`config.mk`:
```
export PLATFORM = sky130hd
export DESIGN_NAME = wir_refl_lane
export DESIGN_NICKNAME = d
export VERILOG_FILES = /design/src/rtl/wir_pkg.sv /design/src/rtl/wir_refl_lane.sv
export SDC_FILE = /design/constraint.sdc
export NUM_CORES = 2
export LEC_CHECK = 0
export BUFFER_PORTS_ARGS = -buffer_cell sky130_fd_sc_hd__buf_2
export CAP_MARGIN = 20
export CORE_MARGIN = 2
export CORE_UTILIZATION = 43
export CTS_BUF_LIST = sky130_fd_sc_hd__clkbuf_8
export DETAILED_ROUTE_END_ITERATION = 10
export PLACE_DENSITY = 0.6
export SLEW_MARGIN = 10
export SYNTH_ARGS = -nofsm -noshare
export SYNTH_HDL_FRONTEND = slang
export SYNTH_SLANG_ARGS = --single-unit
```
`constraint.sdc`:
```
create_clock -name clk -period 8.9 [get_ports clk]
set_input_delay 1.335 -clock clk [delete_from_list [all_inputs] [get_ports clk]]
set_output_delay 1.335 -clock clk [all_outputs]
set_load 0.01 [all_outputs]
```
`src/rtl/wir_pkg.sv`:
```
`default_nettype none
// ----------------------------------------------------------------------------
// wir_pkg
// Shared constants for the wall intersect and reflect block.
// ----------------------------------------------------------------------------
package wir_pkg;

	// normal components carry two integer bits above the fraction
	localparam int NORM_EXTRA = 2;

	// per-lane saturation and parallel status at the output
	typedef struct packed {
		logic parallel;
		logic saturated;
	} flags_t;

endpackage
`default_nettype wire

```
`src/rtl/wir_refl_lane.sv`:
```
`default_nettype none
// ----------------------------------------------------------------------------
// wir_refl_lane
// One axis: reflected coordinate D = 2*p*N + C, saturated, final output.
// ----------------------------------------------------------------------------
module wir_refl_lane #(
	parameter int COORD_WIDTH = 32,
	parameter int FRAC_BITS = 16
) (
	input  wire logic                          clk,
	input  wire logic                          en,
	input  wire logic signed [COORD_WIDTH+FRAC_BITS+wir_pkg::NORM_EXTRA+2:0] psum,
	input  wire logic signed [COORD_WIDTH-1:0] b,
	input  wire logic                          hit_sat,
	input  wire logic signed [COORD_WIDTH-1:0] c,
	input  wire logic signed [FRAC_BITS+wir_pkg::NORM_EXTRA-1:0] n,
	input  wire logic                          par,
	output logic signed [COORD_WIDTH-1:0]      hit,
	output logic signed [COORD_WIDTH-1:0]      refl,
	output wir_pkg::flags_t                    flags
);
	localparam int CW = COORD_WIDTH;
	localparam int NW = FRAC_BITS + wir_pkg::NORM_EXTRA;
	localparam int SPW = CW + NW + 3;
	localparam int PPW = SPW - FRAC_BITS + 1;
	localparam int VDW = PPW + NW - FRAC_BITS + 1;

	logic signed [CW-1:0]     b_s1, b_s2, c_s1, c_s2, hit_s3, refl_s3;
	logic                     sat_s1, sat_s2, sat_s3;
	logic signed [NW-1:0]     n_s1;
	logic signed [PPW+NW-1:0] pn_s2;
	logic signed [PPW-1:0]    p;
	logic signed [VDW-1:0]    vd;
	logic                     ovf;
	logic signed [CW-1:0]     dsat;

	always_comb begin
		p = PPW'(psum >>> FRAC_BITS) <<< 1;
		vd = VDW'(pn_s2 >>> FRAC_BITS) + VDW'(c_s2);
		ovf = !((&vd[VDW-1:CW-1]) || (~|vd[VDW-1:CW-1]));
		dsat = ovf ? (vd[VDW-1] ? {1'b1, {(CW-1){1'b0}}} : {1'b0, {(CW-1){1'b1}}})
			: vd[CW-1:0];
	end

	always_ff @(posedge clk) begin
		if (en) begin
			b_s1 <= b;
			sat_s1 <= hit_sat;
			c_s1 <= c;
			n_s1 <= n;

			pn_s2 <= p * n_s1;
			b_s2 <= b_s1;
			sat_s2 <= sat_s1;
			c_s2 <= c_s1;

			hit_s3 <= par ? c_s2 : b_s2;
			refl_s3 <= par ? c_s2 : dsat;
			sat_s3 <= !par && (sat_s2 || ovf);
		end
	end

	assign hit = hit_s3;
	assign refl = refl_s3;
	assign flags.parallel = par;
	assign flags.saturated = sat_s3;
endmodule
`default_nettype wire

```
==> out/results.ini <==
[status]
status=complete, no violations

[detailed_routing]
routedWlPerCell_microns=18.81
num_vias=22380
ant_nets=0
drt_first_pass_iters=5
route.detailed.drc=0
first_iter_violations=1576
viasPerCell=5.095
drt_wl_total_microns=82640

[placed_design]
port_buffers=188
hpwl_microns=64320
dp_slack_ns=0.4907
gp_congestion=0.8961

[logic_synthesis]
synth-edff-count=253
synth_top_area_share_pct=38.39
synth_area_per_cell_sq_um=10.21
synth_top_cell_by_area=fa_1
synthTopCellsByArea=fa_1, edfxtp_1, inv_1
synth_cells=3233
ys.warnings.count=0
syn_area_sq_mm=0.03301
yosysMostFrequentCell=inv_1
synthArstFlopShare_pct=0
yosys-top-cells-count=inv_1, fa_1, nand2_1
synth.distinct_cells=85
synth.net_count=4171
ys_seq_area_share_pct=23.02
synthFlopType=edfxtp_1
ys_ff_latch=253

[timing]
hold_ws_ns=0.4022
final_hold_viol_count=0
tightest_slew_ns=1.147
slew_headroom_pct=23.51
skew_ns=0.04488
maxSlewViolCount=0
fin_ws_ns=1.070
fin_crit_sh_pct=87.98
fin_crit_ns=7.830
max_freq_ghz=0.1277
setup_viol=0
fin_tns_setup_ns=0
grt_setup_unrepaired=false

[worst_setup_path]
crit_path_cell_trace=buf_12 > nand2_1 > fa_1 > inv_1 > fa_1 > inv_1 > fa_1 > inv_1 > fa_1 > fa_1 > inv_1 > fa_1 > inv_1 > ha_1 > nand4_1 > nor2_1 > o211ai_1 > a31oi_1 > o21ai_1 > o21ai_1 > a221oi_2 > o32ai_1 > o22ai_1 > xnor2_1
cp.required_ns=9.23
startpoint=n_s1[3]
end_kind=flop
worst_r2r_path_depth=24
regToRegEndpoint=pn_s2[54]
path_depth=24
criticalPathCategory=reg2reg
cp_data_arrival_time_ns=8.16
crit_top_cell=fa_1
worst-path-buf-inv=6
endpoint=pn_s2[54]
cp_slowest_cell=edfxtp_1
r2r_start=n_s1[3]
critical-path-top-delay-family=adder cells
r2r_setup_slack_ns=1.07
crit_fanout=20
start_kind=flop
cpPeakStageDelay_ns=0.97

[layout]
syn_to_final_growth_pct=7.926
drive_gt1_share_pct=10.39
fin_util_pct=46.91
final_nets=4273

[min_path]
hold_path_class=reg2reg

[floorplanning]
die_h_microns=281.1
design.core.area_sq_mm=0.07595
start_util_pct=43.46
fp.dieW_microns=281.1
rows=101
io_pins=205
die-area_sq_mm=0.07900

[clocking]
cts_sinks=253
clockBufferDepth=3
clk_pin_slew_ns=0.09
cts_made_buffers=38
cts-htree-levels=2
clk_latency_ns=0.58
postCtsHoldBufs=0
cts_resized=0
root_buffer=clkbuf_8
cts_tree=yes
post_cts_buffers=0

[global_route]
antenna_found_initial=7
grt.total_usage_pct=21.58
grt_pass1_wl_microns=132500
gr-total-overflow=0
grt_pass1_vias=23560
grt_max_degree=127

[job]
max_cap_violations=0

==> registers in the layout, summed over array words and instances (netlist names), 18 cells and up <==
signal  flops
b_s2       32
c_s2       32
refl       32
n_s1       18
pn_s2      40
c_s1       32
b_s1       32
hit        32
==> placed cells by master (no fill, tap or decap), drive strengths merged, types with 45 or more instances in the layout <==
master  count
ha        166
xnor2      45
and2      189
buf       229
o21ai      69
nand2     485
nor2       77
edfxtp    253
fa        633
inv       729
a21oi      67
==> stage by stage <==
stage               instance area [sq um]  std cells
floorplan                           33010       3233
global placement                    34850       4323
detailed placement                  34860       4324
CTS                                 35600       4389
global route                        35620       4391
finish                              35630       4393
==> metal layers <==
layer	GRT usage, %	vias to the layer above	routed length (microns)
met1	32.30	11420	38000
met4	4.607	8	1583
li1	-	10110	-
met5	0	-	45
met2	33.34	734	36690
met3	3.109	110	6320
==> cells by family after synthesis <==
group                      after synthesis  share of synthesized area, %
adders and majority gates              799                         44.68
buffers and inverters                  894                         10.44
DFF                                    253                         23.02
muxes                                   34                         1.156
AOI/OAI and AO/OA                      302                         6.243
and+or+nand+nor                        882                         12.63
xor gates and xnor gates                69                         1.831
==> worst min path at each step <==
stage | from | endpoint | slack (ns) | cells after the start
6_report | c_s1[15] | c_s2[15] | 0.40 | 0
5_1_grt | b_s1[18] | b_s2[18] | 0.41 | 0
4_1_cts | c_s1[15] | c_s2[15] | 0.40 | 0
3_5_place_dp | b_s1[18] | b_s2[18] | 0.40 | 0
3_3_place_gp | c_s1[30] | c_s2[30] | 0.40 | 0
2_1_floorplan | b_s1[0] | b_s2[0] | 0.40 | 0
==> cell type report <==
| type | count | area (sq um) |
|---|---|---|
| fillers | 7187 | 40320 |
| clock inverters | 26 | 201.4 |
| diodes | 3 | 7.507 |
| clock buffers | 39 | 536.8 |
| multi-input cells | 2086 | 21970 |
| flip-flops and latches | 253 | 7597 |
| repair buffers | 229 | 1299 |
| inverters | 727 | 2729 |
| well taps | 1030 | 1289 |
Power is not shown: default switching activity piles up to over one toggle a cycle in this logic, so the estimate is an artifact.
